==> src/awsp_pkg.sv <==
// Shared types and constants for the adaptive window sequential prefetch unit.
// No dependencies; imported by awsp_agen, awsp_seq and the top level.
`timescale 1ns / 1ps
`default_nettype none

package awsp_pkg;

	localparam int ADDR_W      = 32;
	localparam int TGT_W       = ADDR_W + 1;	// exact sum, carry kept
	localparam int WIN_W       = 5;
	localparam int AHEAD_W     = 16;
	localparam int SHIFT_W     = 4;
	localparam int CFG_IDX_W   = 1;
	localparam int CFG_DATA_W  = 32;
	localparam int IN_TDATA_W  = 56;
	localparam int OUT_TDATA_W = 40;

	localparam int WIN_LIMIT_DEF = 16;

	localparam logic [WIN_W-1:0]   USEFUL_MAX      = 5'd31;
	localparam logic [SHIFT_W-1:0] BLOCK_SHIFT_RST = 4'd6;
	localparam logic [ADDR_W-1:0]  MAX_ADDRESS_RST = 32'hFFFF_FFFF;

	// register indexes on the config port
	localparam logic [CFG_IDX_W-1:0] REG_BLOCK_SHIFT = 1'b0;
	localparam logic [CFG_IDX_W-1:0] REG_MAX_ADDRESS = 1'b1;

	// action codes
	localparam logic ACT_CLEAR = 1'b0;
	localparam logic ACT_TAG   = 1'b1;

	// sequencer -> address unit
	typedef struct packed {
		logic load;
		logic advance;
	} agen_ctl_t;

endpackage : awsp_pkg

`default_nettype wire

==> src/awsp_agen.sv <==
// Shared block address unit: one 33-bit adder and one compare against max_address.
// Depends on awsp_pkg.
`timescale 1ns / 1ps
`default_nettype none

module awsp_agen (
	input  wire                             clk,
	input  wire awsp_pkg::agen_ctl_t        ctl,
	input  wire  [awsp_pkg::ADDR_W-1:0]     base_addr,
	input  wire  [awsp_pkg::SHIFT_W-1:0]    block_shift,
	input  wire  [awsp_pkg::ADDR_W-1:0]     max_address,
	output logic [awsp_pkg::TGT_W-1:0]      target,
	output logic                            in_range
);
	import awsp_pkg::*;

	logic [TGT_W-1:0] stride;
	logic [TGT_W-1:0] add_a;
	logic [TGT_W-1:0] target_q;

	assign stride = TGT_W'(1) << block_shift;
	// load starts at one block ahead, advance steps one more block
	assign add_a  = ctl.load ? {1'b0, base_addr} : target_q;

	always_ff @(posedge clk) begin
		if (ctl.load || ctl.advance) begin
			target_q <= add_a + stride;
		end
	end

	assign target   = target_q;
	assign in_range = (target_q <= {1'b0, max_address});

endmodule : awsp_agen

`default_nettype wire

==> src/awsp_seq.sv <==
// Sequencer: window adaptation state, result stepping and the output word register.
// Depends on awsp_pkg; drives awsp_agen through agen_ctl_t.
`timescale 1ns / 1ps
`default_nettype none

module awsp_seq #(
	parameter int WIN_LIMIT = awsp_pkg::WIN_LIMIT_DEF
) (
	input  wire                             clk,
	input  wire                             arst_n,
	// accepted access
	input  wire                             in_valid,
	output logic                            in_ready,
	input  wire  [awsp_pkg::ADDR_W-1:0]     access_address,
	input  wire                             miss,
	input  wire                             was_prefetched,
	input  wire  [awsp_pkg::AHEAD_W-1:0]    cached_ahead,
	// address unit
	output awsp_pkg::agen_ctl_t             agen_ctl,
	input  wire  [awsp_pkg::TGT_W-1:0]      target,
	input  wire                             in_range,
	// result word
	output logic                            out_valid,
	input  wire                             out_ready,
	output logic                            action,
	output logic [awsp_pkg::ADDR_W-1:0]     block_address,
	output logic                            pf_issue,
	output logic                            last
);
	import awsp_pkg::*;

	typedef enum logic [2:0] {
		ST_IDLE  = 3'b001,
		ST_CLEAR = 3'b010,
		ST_TAG   = 3'b100
	} state_t;

	state_t             state_q;
	logic [WIN_W-1:0]   win_q;
	logic [WIN_W-1:0]   thr_q;
	logic               lock_q;
	logic [WIN_W-1:0]   left_q;
	logic [WIN_W-1:0]   useful_q;
	logic               start_q;
	logic [WIN_W-1:0]   cnt_q;
	logic [AHEAD_W-1:0] cached_q;
	logic [ADDR_W-1:0]  addr_q;
	logic               ovalid_q;
	logic               oact_q;
	logic [ADDR_W-1:0]  oaddr_q;
	logic               opf_q;
	logic               olast_q;

	logic               accept;
	logic               slot_free;
	logic               word_load;
	logic               clear_in;
	logic               start;
	logic               shrink;
	logic [WIN_W-1:0]   useful_inc;
	logic [WIN_W-1:0]   win_dec;
	logic [WIN_W-1:0]   win_inc;
	logic [WIN_W-1:0]   win_n;
	logic [WIN_W-1:0]   thr_n;
	logic               lock_n;

	assign in_ready  = (state_q == ST_IDLE);
	assign accept    = in_valid && in_ready;
	assign slot_free = !ovalid_q || out_ready;
	assign word_load = ((state_q == ST_CLEAR) || (state_q == ST_TAG)) && slot_free;
	assign clear_in  = !miss && was_prefetched;
	assign start     = (left_q == '0);

	assign useful_inc = (clear_in && useful_q != USEFUL_MAX) ?
		useful_q + WIN_W'(1) : useful_q;
	assign shrink     = (useful_inc < thr_q) && (win_q >= WIN_W'(2));
	assign win_dec    = win_q - WIN_W'(1);
	assign win_inc    = (win_q < WIN_W'(WIN_LIMIT)) ? win_q + WIN_W'(1) : win_q;

	always_comb begin
		win_n  = win_q;
		thr_n  = thr_q;
		lock_n = lock_q;
		if (shrink) begin
			win_n  = win_dec;
			lock_n = 1'b1;
			thr_n  = (win_dec >= WIN_W'(3)) ? win_dec - WIN_W'(1) : WIN_W'(1);
		end else if (lock_q) begin
			lock_n = 1'b0;
		end else begin
			win_n = win_inc;
			thr_n = win_inc - WIN_W'(1);
		end
	end

	assign agen_ctl.load    = accept;
	assign agen_ctl.advance = (state_q == ST_TAG) && slot_free;

	// control state
	always_ff @(posedge clk or negedge arst_n) begin
		if (!arst_n) begin
			state_q  <= ST_IDLE;
			win_q    <= WIN_W'(1);
			thr_q    <= WIN_W'(1);
			lock_q   <= 1'b0;
			left_q   <= '0;
			useful_q <= '0;
			start_q  <= 1'b0;
			cnt_q    <= '0;
			ovalid_q <= 1'b0;
		end else begin
			if (word_load) begin
				ovalid_q <= 1'b1;
			end else if (out_ready) begin
				ovalid_q <= 1'b0;
			end
			case (state_q)
				ST_IDLE: begin
					if (accept) begin
						start_q <= start;
						if (start) begin
							win_q    <= win_n;
							thr_q    <= thr_n;
							lock_q   <= lock_n;
							left_q   <= win_n;
							cnt_q    <= win_n;
							useful_q <= '0;
						end else begin
							left_q   <= left_q - WIN_W'(1);
							useful_q <= useful_inc;
						end
						if (clear_in) begin
							state_q <= ST_CLEAR;
						end else if (start) begin
							state_q <= ST_TAG;
						end
					end
				end
				ST_CLEAR: begin
					if (slot_free) begin
						state_q <= start_q ? ST_TAG : ST_IDLE;
					end
				end
				ST_TAG: begin
					if (slot_free) begin
						cnt_q <= cnt_q - WIN_W'(1);
						if (cnt_q == WIN_W'(1)) begin
							state_q <= ST_IDLE;
						end
					end
				end
				default: begin
					state_q <= ST_IDLE;
				end
			endcase
		end
	end

	// payload
	always_ff @(posedge clk) begin
		if (accept) begin
			addr_q   <= access_address;
			cached_q <= cached_ahead;
		end
		if ((state_q == ST_CLEAR) && slot_free) begin
			oact_q  <= ACT_CLEAR;
			oaddr_q <= addr_q;
			opf_q   <= 1'b0;
			olast_q <= !start_q;
		end
		if ((state_q == ST_TAG) && slot_free) begin
			oact_q   <= ACT_TAG;
			oaddr_q  <= target[ADDR_W-1:0];
			opf_q    <= in_range && !cached_q[0];
			olast_q  <= (cnt_q == WIN_W'(1));
			cached_q <= cached_q >> 1;
		end
	end

	assign out_valid     = ovalid_q;
	assign action        = oact_q;
	assign block_address = oaddr_q;
	assign pf_issue      = opf_q;
	assign last          = olast_q;

endmodule : awsp_seq

`default_nettype wire

==> src/adaptive_window_sequential_prefetch_unit.sv <==
// Top level of the adaptive window sequential prefetch unit: config registers and stream ports.
// Depends on awsp_pkg, awsp_agen and awsp_seq.
//
//   channel   dir   handshake              payload
//   s_*       in    s_tvalid / s_tready    s_tdata: one demand access
//   m_*       out   m_tvalid / m_tready    m_tdata, m_tuser, m_tlast: one action
//   cfg_*     in    cfg_we                 cfg_index, cfg_data
//
// An access causes n result words (n = 0 .. WIN_LIMIT + 1): it is first accepted and the
// window adapted, then the words follow, the single block address adder stepping one
// block per cycle while the output word register is free to take a word.
// s_tready is high only while the sequencer is idle; the output word register lets the
// next access be taken while the last word still waits on m_tready.
// Reset: window 1, threshold 1, block_shift 6, max_address all ones, no word pending.
`timescale 1ns / 1ps
`default_nettype none

module adaptive_window_sequential_prefetch_unit #(
	parameter int WIN_LIMIT = awsp_pkg::WIN_LIMIT_DEF
) (
	input  wire                                clk,
	input  wire                                arst_n,
	input  wire                                s_tvalid,
	output logic                               s_tready,
	// [31:0] access_address, [32] miss, [33] was_prefetched, [49:34] cached_ahead
	input  wire  [awsp_pkg::IN_TDATA_W-1:0]    s_tdata,
	output logic                               m_tvalid,
	input  wire                                m_tready,
	// [31:0] block_address, [32] pf_issue
	output logic [awsp_pkg::OUT_TDATA_W-1:0]   m_tdata,
	// [0] action
	output logic                               m_tuser,
	output logic                               m_tlast,
	input  wire                                cfg_we,
	input  wire  [awsp_pkg::CFG_IDX_W-1:0]     cfg_index,
	input  wire  [awsp_pkg::CFG_DATA_W-1:0]    cfg_data
);
	import awsp_pkg::*;

	logic [SHIFT_W-1:0] block_shift_q;
	logic [ADDR_W-1:0]  max_address_q;

	agen_ctl_t          agen_ctl;
	logic [TGT_W-1:0]   target;
	logic               in_range;
	logic [ADDR_W-1:0]  block_address;
	logic               pf_issue;

	always_ff @(posedge clk or negedge arst_n) begin
		if (!arst_n) begin
			block_shift_q <= BLOCK_SHIFT_RST;
			max_address_q <= MAX_ADDRESS_RST;
		end else if (cfg_we) begin
			case (cfg_index)
				REG_BLOCK_SHIFT: block_shift_q <= cfg_data[SHIFT_W-1:0];
				REG_MAX_ADDRESS: max_address_q <= cfg_data[ADDR_W-1:0];
				default: ;
			endcase
		end
	end

	awsp_agen u_agen (
		.clk         (clk),
		.ctl         (agen_ctl),
		.base_addr   (s_tdata[ADDR_W-1:0]),
		.block_shift (block_shift_q),
		.max_address (max_address_q),
		.target      (target),
		.in_range    (in_range)
	);

	awsp_seq #(
		.WIN_LIMIT (WIN_LIMIT)
	) u_seq (
		.clk            (clk),
		.arst_n         (arst_n),
		.in_valid       (s_tvalid),
		.in_ready       (s_tready),
		.access_address (s_tdata[ADDR_W-1:0]),
		.miss           (s_tdata[ADDR_W]),
		.was_prefetched (s_tdata[ADDR_W+1]),
		.cached_ahead   (s_tdata[ADDR_W+2+AHEAD_W-1:ADDR_W+2]),
		.agen_ctl       (agen_ctl),
		.target         (target),
		.in_range       (in_range),
		.out_valid      (m_tvalid),
		.out_ready      (m_tready),
		.action         (m_tuser),
		.block_address  (block_address),
		.pf_issue       (pf_issue),
		.last           (m_tlast)
	);

	assign m_tdata = {(OUT_TDATA_W-ADDR_W-1)'(0), pf_issue, block_address};

endmodule : adaptive_window_sequential_prefetch_unit

`default_nettype wire
==> config.mk <==
export PLATFORM = sky130hd
export DESIGN_NAME = adaptive_window_sequential_prefetch_unit
export DESIGN_NICKNAME = d
export VERILOG_FILES = /design/src/awsp_pkg.sv /design/src/awsp_agen.sv /design/src/awsp_seq.sv /design/src/adaptive_window_sequential_prefetch_unit.sv
export SDC_FILE = /design/constraint.sdc
export NUM_CORES = 1
export LEC_CHECK = 0
export ABC_CLOCK_PERIOD_IN_PS = 5460
export BUFFER_PORTS_ARGS = -buffer_cell sky130_fd_sc_hd__buf_2
export CAP_MARGIN = 10
export CORE_UTILIZATION = 45
export DETAILED_ROUTE_END_ITERATION = 12
export HOLD_SLACK_MARGIN = 0.12
export PLACE_DENSITY = 0.63
export SLEW_MARGIN = 20
export SYNTH_ARGS = -nofsm -noshare
export SYNTH_HDL_FRONTEND = slang
export SYNTH_SLANG_ARGS = --single-unit
==> constraint.sdc <==
create_clock -name clk -period 5.46 [get_ports clk]
set_input_delay 0.546 -clock clk [delete_from_list [all_inputs] [get_ports clk]]
set_output_delay 0.546 -clock clk [all_outputs]
set_load 0.02 [all_outputs]
== After elaboration in Yosys (flattened, before gate mapping) ==
Index checks and enable logic that the tools add are counted.
Storage, ports and cells
  bits in registers: 183
  word-level logic and storage cells: 106
  bits of input ports: 94
Operators by class
  bitwise gates (word level): 1
  $add $sub $neg: 8
  $lt $le $gt $ge: 5
  reductions and logical operators: 27
  eq/ne operators: 12
  muxes and demuxes: 33
  shifts and indexed selects: 1
Operators by type and width (count)
  32-bit two-way mux: 2
  5-bit two-way mux: 12
  33-bit adder: 1
  33-bit by 32-bit <= comparator with 1-bit output: 1
  33-bit two-way mux: 1
  1-bit by 4-bit << shifter with 33-bit output, first input constant: 1
  15-bit two-way mux: 2
  5-bit by 1-bit subtractor with 5-bit output, second input constant: 5
  3-bit two-way mux: 7
  5-bit by 1-bit adder with 5-bit output, second input constant: 2
  5-bit by 2-bit greater-or-equal comparator with 1-bit output, second input constant: 2
  5-bit one-hot mux with 2 select lines: 1
  3-bit one-hot mux with 3 select lines: 1
  1-bit logical AND: 8
  2-bit inequality test, second input constant: 4
  4-bit AND reduction: 2
  2-bit nonzero test: 4
  1-bit two-way mux: 7
  2-bit AND reduction: 3
  5-bit by 1-bit equality test with 1-bit output, second input constant: 1
  5-bit logical NOT: 1
  5-bit < comparator: 1
  5-bit < comparator, second input constant: 1
  5-bit inequality test, second input constant: 1
  other kinds (10): 16

== Longest topological paths before layout ==
Gate-level depths: netlist of the first run.
  depth after elaboration: 10
  gate-level depth with buffers: 17
  mapped depth without buffers: 14

== Hierarchy ==
From an unflattened synthesis of the first run, not the netlist that was laid out.
Unflattened totals
  cell total of the unflattened synthesis: 988
  area total of the unflattened synthesis: 10362.4 µm²
By module, submodules not included
  awsp_seq: area each 5472.7 µm², cells each 531, seq. area each 3251.9 µm², instances 1
  awsp_agen: area each 3444.6 µm², cells each 371, seq. area each 991.0 µm², instances 1
  adaptive_window_sequential_prefetch_unit: area each 1445.1 µm², cells each 86, seq. area each 943.4 µm², instances 1

== Least setup slack after synthesis of the first run ==
OpenSTA, ideal clock, no wires.
  kind: reg-to-reg
  start: register u_seq.state_q[0]
  end: register u_agen.target_q[17] (netlist: u_agen.target[17]) (data pin)
  setup time: 0.258 ns
  period minus slack after synthesis: 4.393 ns
  buffers on the path: 4
  data required time: 5.202 ns
  arrival time: 4.135 ns
  setup slack: 1.067 ns
  stages on the path, launching flop included: 16
  cells stage by stage: dfstp_2 > nand4bb_2 > inv_2 > buf_2 > buf_2 > buf_1 > nand2_1 > nand2_1 > ha_1 > clkbuf_1 > a21o_1 > a311oi_2 > a21oi_1 > or3_1 > nor2b_1 > xnor2_1
On the way
  word-level cells in the longest chain between the ends: 4
Ends and longest elaborated chain
  start: declaration: line awsp_seq.sv:38  | state_t state_q;
  start signal: assignment: line awsp_seq.sv:141  | state_q <= start_q ? ST_TAG : ST_IDLE;
  3-bit by 1-bit equality test with 1-bit output: line awsp_seq.sv:67  | assign in_ready = (state_q == ST_IDLE);
  1-bit logical AND: line awsp_seq.sv:68  | assign accept = in_valid && in_ready;
  33-bit two-way mux: line awsp_agen.sv:23  | assign add_a = ctl.load ? {1'b0, base_addr} : target_q;
  33-bit adder: line awsp_agen.sv:27  | target_q <= add_a + stride;
  end signal: assignment: line awsp_agen.sv:27
  end: declaration: line awsp_agen.sv:19  | logic [TGT_W-1:0] target_q;
No other way between the ends.
A chain may end at the register's enable or synchronous reset.

== Final worst setup path of the first run ==
  start: register u_seq.state_q[2]
  end: register u_agen.target_q[28] (netlist: u_agen.target[28]) (data pin)
Same word-level chain as after synthesis.

==> metrics.txt, run 1 <==
status finished, final reports clean; Synth cell types 67; diode count 0; Core Footprint about 0.023 mm^2; cell internal pwr ~3700 uW; worst reg2reg path depth 14; cell area after synthesis a little over 0.01 mm^2; GPL Wtd Cong roughly 0.88; critical path startpoint category flop; overall routing resource usage between 20% and 30%; Tightest Pin Transition 0.8623 ns; Die Wd roughly 150 um; Final Skew 0.01556 ns; global-route wire length before repair 38,560 um; grt ovf 0; cts hold-fix bufs 0; Setup TNS Final 0 ns; Die Area around 0.024 mm^2; TritonCTS clock tree built; Site Rows 55; drt total wl between 20,000 and 25,000 um; Comb pwr share slightly below 40%; initial drt markers approximately 500; Max-slew headroom roughly 43%; Final Cycle Share 71.24%; Post-Syn Area per Cell 10.09 um^2; vias just under 8,000; share of layout cells above drive strength 1 approximately 22%; pin count of the biggest net entering global routing 68; Area Overhead vs Synth 14.46%; CTS sink count between 150 and 200; switching share of power about two fifths; postcts setup bufs 0; net switching power roughly 2300 uW; worst flop-to-flop path startpoint u_seq.state_q[2]; TritonRoute pass-1 iters 7; dpl ws between 1.5 and 2 ns; initial antenna violation count 0; fmax between 200 and 300 MHz; crit-path max FO 31; slack of the critical path 1.571 ns; worst-case clock buffer depth 2; Final Non-Filler Cells ~1,400; multi-input logic area about 0.0048 mm^2; unrepaired setup endpoints after global routing no; Max-Cap Viols 0; Nets around 1,300; Worst-Skew Late Latency about 0.44 ns; CP cell instances nand4bb_2, inv_2, nand2_1, o21ai_0, ha_1, inv_1, fa_1, nor2b_1, o2111ai_1, a211oi_2, a2111oi_4, nor2_2, nand3_1, xor2_1; Clock transition at path regs around 0.080 ns; PostCTS Resize Cnt 0; EDFF count, synth roughly 110; die height 153.7 um; CP endpoint kind flop; synthesized flop and latch total roughly 180; # setup viols final 0; final hold viol count 0; Worst Path Required between 5 and 6 ns; Top Ports 138; synthesized instance count between 1,000 and 1,500; max-slew violations 0; r2r setup slk between 1.5 and 2 ns; worst vdd ir 0.3170 mV; Leak Pwr just over 0.005 uW; Via density 5.354; Worst Setup SP u_seq.state_q[2]; critical path class flop to flop; vias in the first global route about 7,400; Placed Cells around 1,400; antenna viol nets, final 0; mean routed wirelength per cell 16.54 um; IO buf count 124; ys async rst share a little over a third; top_reg_cell synth edfxtp_1; FF/Latch Area a little over 0.005 mm^2; power density cells 511.9 mW/mm^2; fin crit period a little under 4 ns; end of the critical path u_agen.target[28]; Post-route DRC 0; post-synthesis sequential area ratio roughly 50%; crit path max-delay cell type inv_2; Starting Density between 40% and 50%; Fillers between 2,000 and 2,500; H-tree depth 4; Post-DP HPWL about 17,000 um; Worst path max stage delay between 0.5 and 0.6 ns; Root Driver clkbuf_16; Worst R2R End u_agen.target[28]; register share of total power around 40%; Clk pwr share a little over a fifth; Num CTS Buffers 17; Ys Warns 0; Hold Crit Class primary input to asynchronous set/reset pin; Data arrival, critical path 4.07 ns
==> cell type report <==
type	count	share of cell area (%)
clock inverter	12	1.277
sequential	183	43.75
multi-input combinational	749	40.42
clock buffer	20	3.768
inverter	55	1.741
timing repair buffer	134	6.037
tap	285	3.008
==> synth_stat cells (6+ instances only) <==
cell	n	area, um^2
nor3_1	16	80.08
nor2b_1	15	93.84
nor4_1	7	43.79
a211oi_1	7	52.55
ha_1	62	775.7
a21o_1	14	105.1
xnor2_1	31	271.5
xor2_1	14	122.6
mux2i_1	24	240.2
inv_1	54	202.7
dfrtp_1	30	750.7
nor2_1	52	195.2
dfstp_2	37	972.2
nand3_1	29	145.1
clkbuf_1	20	75.07
nand2b_1	12	75.07
nand2_1	249	934.7
buf_1	8	30.03
a22oi_1	6	45.04
mux2_2	41	461.7
a21oi_1	40	200.2
edfxtp_1	114	3423
buf_4	8	60.06
buf_2	10	50.05
o21ai_0	36	180.2
nand4_1	12	75.07
==> through the flow <==
step / power (uW) / cell area (um^2) / util, % / hold slack (ns)
final: 6069 / 11860 / 52.52 / 0.2847
after global routing: 6513 / 11860 / 52.52 / 0.2806
after CTS: 6099 / 11860 / 52.52 / 0.2912
after floorplan: 4143 / 10380 / - / 0.2504
after global placement: 4740 / 11230 / 49.75 / 0.4469
after detailed placement: 4820 / 11260 / 49.87 / 0.4557
==> worst min path at each step <==
| stage | startpoint | end | slack (ns) | cells after the start |
|---|---|---|---|---|
| after floorplan | arst_n | block_shift_q[0] | 0.25 | 0 |
| after global placement | u_seq.cached_q[15] | u_seq.cached_q[15] | 0.45 | 2 |
| after detailed placement | u_seq.cached_q[15] | u_seq.cached_q[15] | 0.46 | 2 |
| after CTS | s_tdata[14] | u_seq.addr_q[14] | 0.29 | 1 |
| after global routing | s_tdata[14] | u_seq.addr_q[14] | 0.28 | 1 |
| final | arst_n | u_seq.state_q[2] | 0.28 | 2 |
==> worst max-delay path: cells and delay by family (launching register included) <==
kind                       cells  cell delay (ns)
xor gates and xnor gates       1             0.17
adders and majority gates      2             0.59
and+or+nand+nor                5             1.03
buffers and inverters          2             0.57
DFF                            1             0.48
AOI/OAI and AO/OA              4             0.76
==> power by group through the flow <==
stage          logic [uW]  registers [uW]  clock network (uW)
2_1_floorplan        1760            2390                   0
3_3_place_gp         2290            2450                   0
3_5_place_dp         2370            2450                   0
4_1_cts              2380            2430                1290
5_1_grt              2680            2480                1350
6_report             2370            2430                1270
==> cell usage in the layout, fill, tap and decap left out, types with 9 or more instances in the layout <==
cell,synthesis,layout
ha_1,62,62
dfstp_2,37,37
dfrtp_1,30,30
o21ai_0,36,36
edfxtp_1,114,114
mux2i_1,24,24
xnor2_1,31,31
nand2_1,249,248
nand4_1,12,12
nor2_1,52,50
clkbuf_16,0,17
nand2b_1,12,11
a21o_1,14,14
nor2b_1,15,15
xor2_1,14,14
nor3_1,16,16
nand3_1,29,29
buf_4,8,9
buf_2,10,124
inv_1,54,54
a21oi_1,40,40
mux2_2,41,41
==> per-layer routing <==
| metal | part of all wire (%) | wire [um] | GRT usage, % |
|---|---|---|---|
| met3 | 3.6 | 863 | 3.720 |
| met2 | 49 | 11570 | 35.32 |
| met4 | 0.59 | 141 | 3.667 |
| met1 | 47 | 11210 | 28.28 |
| met5 | 0 | 0 | 0 |
==> sequential cells by signal (all words and copies together), names as in the netlist <==
name / cells
u_seq.useful_q: 5
u_seq.start_q: 1
block_shift_q: 4
u_agen.target: 33
u_seq.cached_q: 16
u_seq.last: 1
u_seq.action: 1
u_seq.pf_issue: 1
u_seq.thr_q: 5
u_seq.cnt_q: 5
u_seq.state_q: 3
u_seq.block_address: 32
u_seq.left_q: 5
u_seq.win_q: 5
max_address_q: 32
u_seq.out_valid: 1
u_seq.lock_q: 1
u_seq.addr_q: 32
==> logic make-up (layout without fill, tap and decap cells) <==
family | after synthesis | count (layout) | synth area share, %
other | 1 | 7 | 0.03621
multiplexers | 65 | 65 | 6.777
AND/OR/NAND/NOR | 420 | 420 | 18.01
AO/OA/AOI/OAI | 149 | 149 | 9.543
flip-flops | 183 | 183 | 50.07
XOR/XNOR | 45 | 45 | 3.805
adder cells (fa/ha/maj) | 63 | 63 | 7.683
buffers and inverters | 101 | 221 | 4.071
No activity file was read; power rests on OpenSTA's default activity.
==> run 2, diff against run 1 <==
- ABC_AREA: default -> 1
- ABC_CLOCK_PERIOD_IN_PS: 5460 -> 3700
- clock period: 5.46 -> 3.7 ns (I/O delays scaled with it)
==> metrics.txt, run 2 <==
grt peak-use layer met2; Setup TNS Final 0 ns; Post-route DRC 0; top-area cell type share of the netlist area a little under a third; post-synthesis sequential area ratio 47.88%; most frequent cells in the layout nand2_1, inv_1, buf_2; Worst Path Required about 4 ns; TritonCTS clock tree built; Tot Pwr between 9000 and 10,000 uW; dominant cell type by area after synthesis edfxtp_1; drt total wl about 26,000 um; power density cells 777.4 mW/mm^2; pin count of the biggest net entering global routing 65; Via density 4.973; Data arrival, critical path about 3.6 ns; Final Cycle Share between 80% and 90%; H-tree depth 4; Tightest Pin Transition about 0.9 ns; met3 Use GR approximately 4%; Nets 1,597; CP endpoint kind flop; fmax 304.2 MHz; synthesized flop and latch total 183; final hold viol count 0; Leak Pwr slightly above 0.006 uW; Worst Setup SP u_seq.useful_q[0]; antenna viol nets, final 0; GPL Wtd Cong roughly 0.89; unrepaired setup endpoints after global routing no; ys async rst share a little over a third; Worst-Skew Late Latency 0.44 ns; Root Driver clkbuf_16; worst-case clock buffer depth 2; vias in the first global route between 8,000 and 9,000; vias 8,822; cell area after synthesis roughly 0.011 mm^2; share of layout cells above drive strength 1 between 10% and 20%; postcts setup bufs 0; status finished, final reports clean; max-slew violations 0; most common cell in the netlist nand2_1; met2 usage between 30% and 40%; synthesized instance count between 1,000 and 1,500; # setup viols final 0; initial drt markers ~630; overall routing resource usage a little over a fifth; worst vdd ir between 0.3 and 0.4 mV; Site Rows 56; Commonest cells post-synth nand2_1, inv_1, edfxtp_1, nor2_1, o21ai_0; Post-Syn Area per Cell a little over 8 um^2; Hold Startpoint s_tdata[8]; worst flop-to-flop path startpoint u_seq.useful_q[0]; critical path class flop to flop; Hold Crit Class primary input to flop; commonest non-fill, non-tap cell in the layout nand2_1; CTS sink count between 150 and 200; initial antenna violation count 3; Starting Density a little under half; Num CTS Buffers 17; mean routed wirelength per cell ~15 um; top_reg_cell synth edfxtp_1; Core Footprint roughly 0.024 mm^2; TritonRoute pass-1 iters 7; PostCTS Resize Cnt 0; fin crit period roughly 3.3 ns; Area Overhead vs Synth 14.56%; Fillers approximately 2,300; Clock transition at path regs 0.07 ns; Max-Cap Viols 0; Max-slew headroom 40.64%; Synth area leaders edfxtp_1, nand2_1, dfstp_2; critical path startpoint category flop; global-route wire length before repair 41,280 um; EDFF count, synth between 100 and 150; Ys Warns 0; die height 157.1 um; Die Area around 0.025 mm^2; IO buf count approximately 120; GRT met1 Usage between 20% and 30%; Post-DP HPWL ~19,000 um; Die Wd 157.1 um; grt ovf 0; Largest register FFs 33; Top Ports 138; Final Skew between 0.006 and 0.007 ns; Synth cell types slightly above 50; crit-path max FO 15
-- run 2: cell count changes after synthesis, sizes merged, moves of 24 or more --
cell and delta:
nand2 +141, inv +124, nor2 +65, o21ai +56, nand3 +43, mux2 -41
a21oi +29, mux2i -24
-- run 2: final timing paths --
kind                                    end  slack (ns)  cells past startpoint
max                          u_seq.thr_q[3]        0.41                     19
min                         u_seq.addr_q[8]        0.13                      1
max reg2reg                  u_seq.thr_q[3]        0.41                     19
min reg2reg                    u_seq.action        0.47                      2
max in group asynchronous  max_address_q[1]        2.14                      3
min in group asynchronous   u_seq.out_valid        0.55                      2
-- run 2: routing by layer --
metal	routed length, um	vias up	share of wire, %
li1	-	4516	-
met1	12340	4046	48
met2	11650	225	45
met3	1343	33	5.2
met4	440	2	1.7
met5	13	-	0.050
-- run 2: power breakdown --
part           leakage (uW)  switching (uW)  internal (uW)
registers           0.00183             443           3200
logic               0.00398            2900           1370
clock network      0.000260             852            880
total               0.00607            4200           5450
-- run 2: timing repair --
item,CTS,global route
setup endpoints to repair,0,0
endpoints found under the hold margin,38,1
hold buffers,11,1
-- run 2: cells by family after synthesis --
group / count (synthesis) / share of synthesized area [%]
compound gates: 183 / 8.987
xor+xnor: 30 / 2.426
fa+ha+maj: 63 / 7.347
buf+inv: 224 / 8.548
flops: 183 / 47.88
other cells: 1 / 0.03462
simple gates: 626 / 24.78
-- run 2: final cells by class --
class | instances | area (um^2) | area share (%)
Multi-Input combinational cell | 909 | 4763 | 38.39
Inverter | 182 | 683.2 | 5.506
Clock inverter | 14 | 118.9 | 0.9579
Sequential cell | 183 | 5186 | 41.80
Antenna cell | 2 | 5.005 | 0.04033
Tap cell | 319 | 399.1 | 3.217
Timing Repair Buffer | 147 | 823.3 | 6.635
Clock buffer | 18 | 429.2 | 3.459
-- run 2: through the flow --
step / cell area, um^2 / instances / utilization (%) / hold slack, ns / setup WS (ns)
after CTS: 12390 / 1771 / 52.62 / 0.1205 / 0.4336
after global routing: 12410 / 1774 / 52.71 / 0.1219 / 0.1154
after global placement: 11730 / 1728 / 49.82 / 0.4472 / 0.5253
after detailed placement: 11730 / 1728 / 49.82 / 0.4546 / 0.4498
final: 12410 / 1774 / 52.71 / 0.1305 / 0.4130
after floorplan: 10860 / 1316 / - / 0.07441 / 0.2804
-- run 2: worst max-delay path, stage by stage, from the launching register on --
cell     delay, ns
dfrtp_1       0.42
ha_1          0.21
inv_1         0.07
nor3_1        0.05
ha_1          0.20
inv_1         0.06
nand2_1       0.10
nor2_1        0.14
xor2_1        0.22
inv_1         0.07
ha_1          0.26
and3_1        0.20
a21oi_2       0.21
nand2_1       0.31
inv_1         0.18
nand2_1       0.11
nand2_1       0.17
inv_2         0.07
nand2_1       0.06
nand2_1       0.06
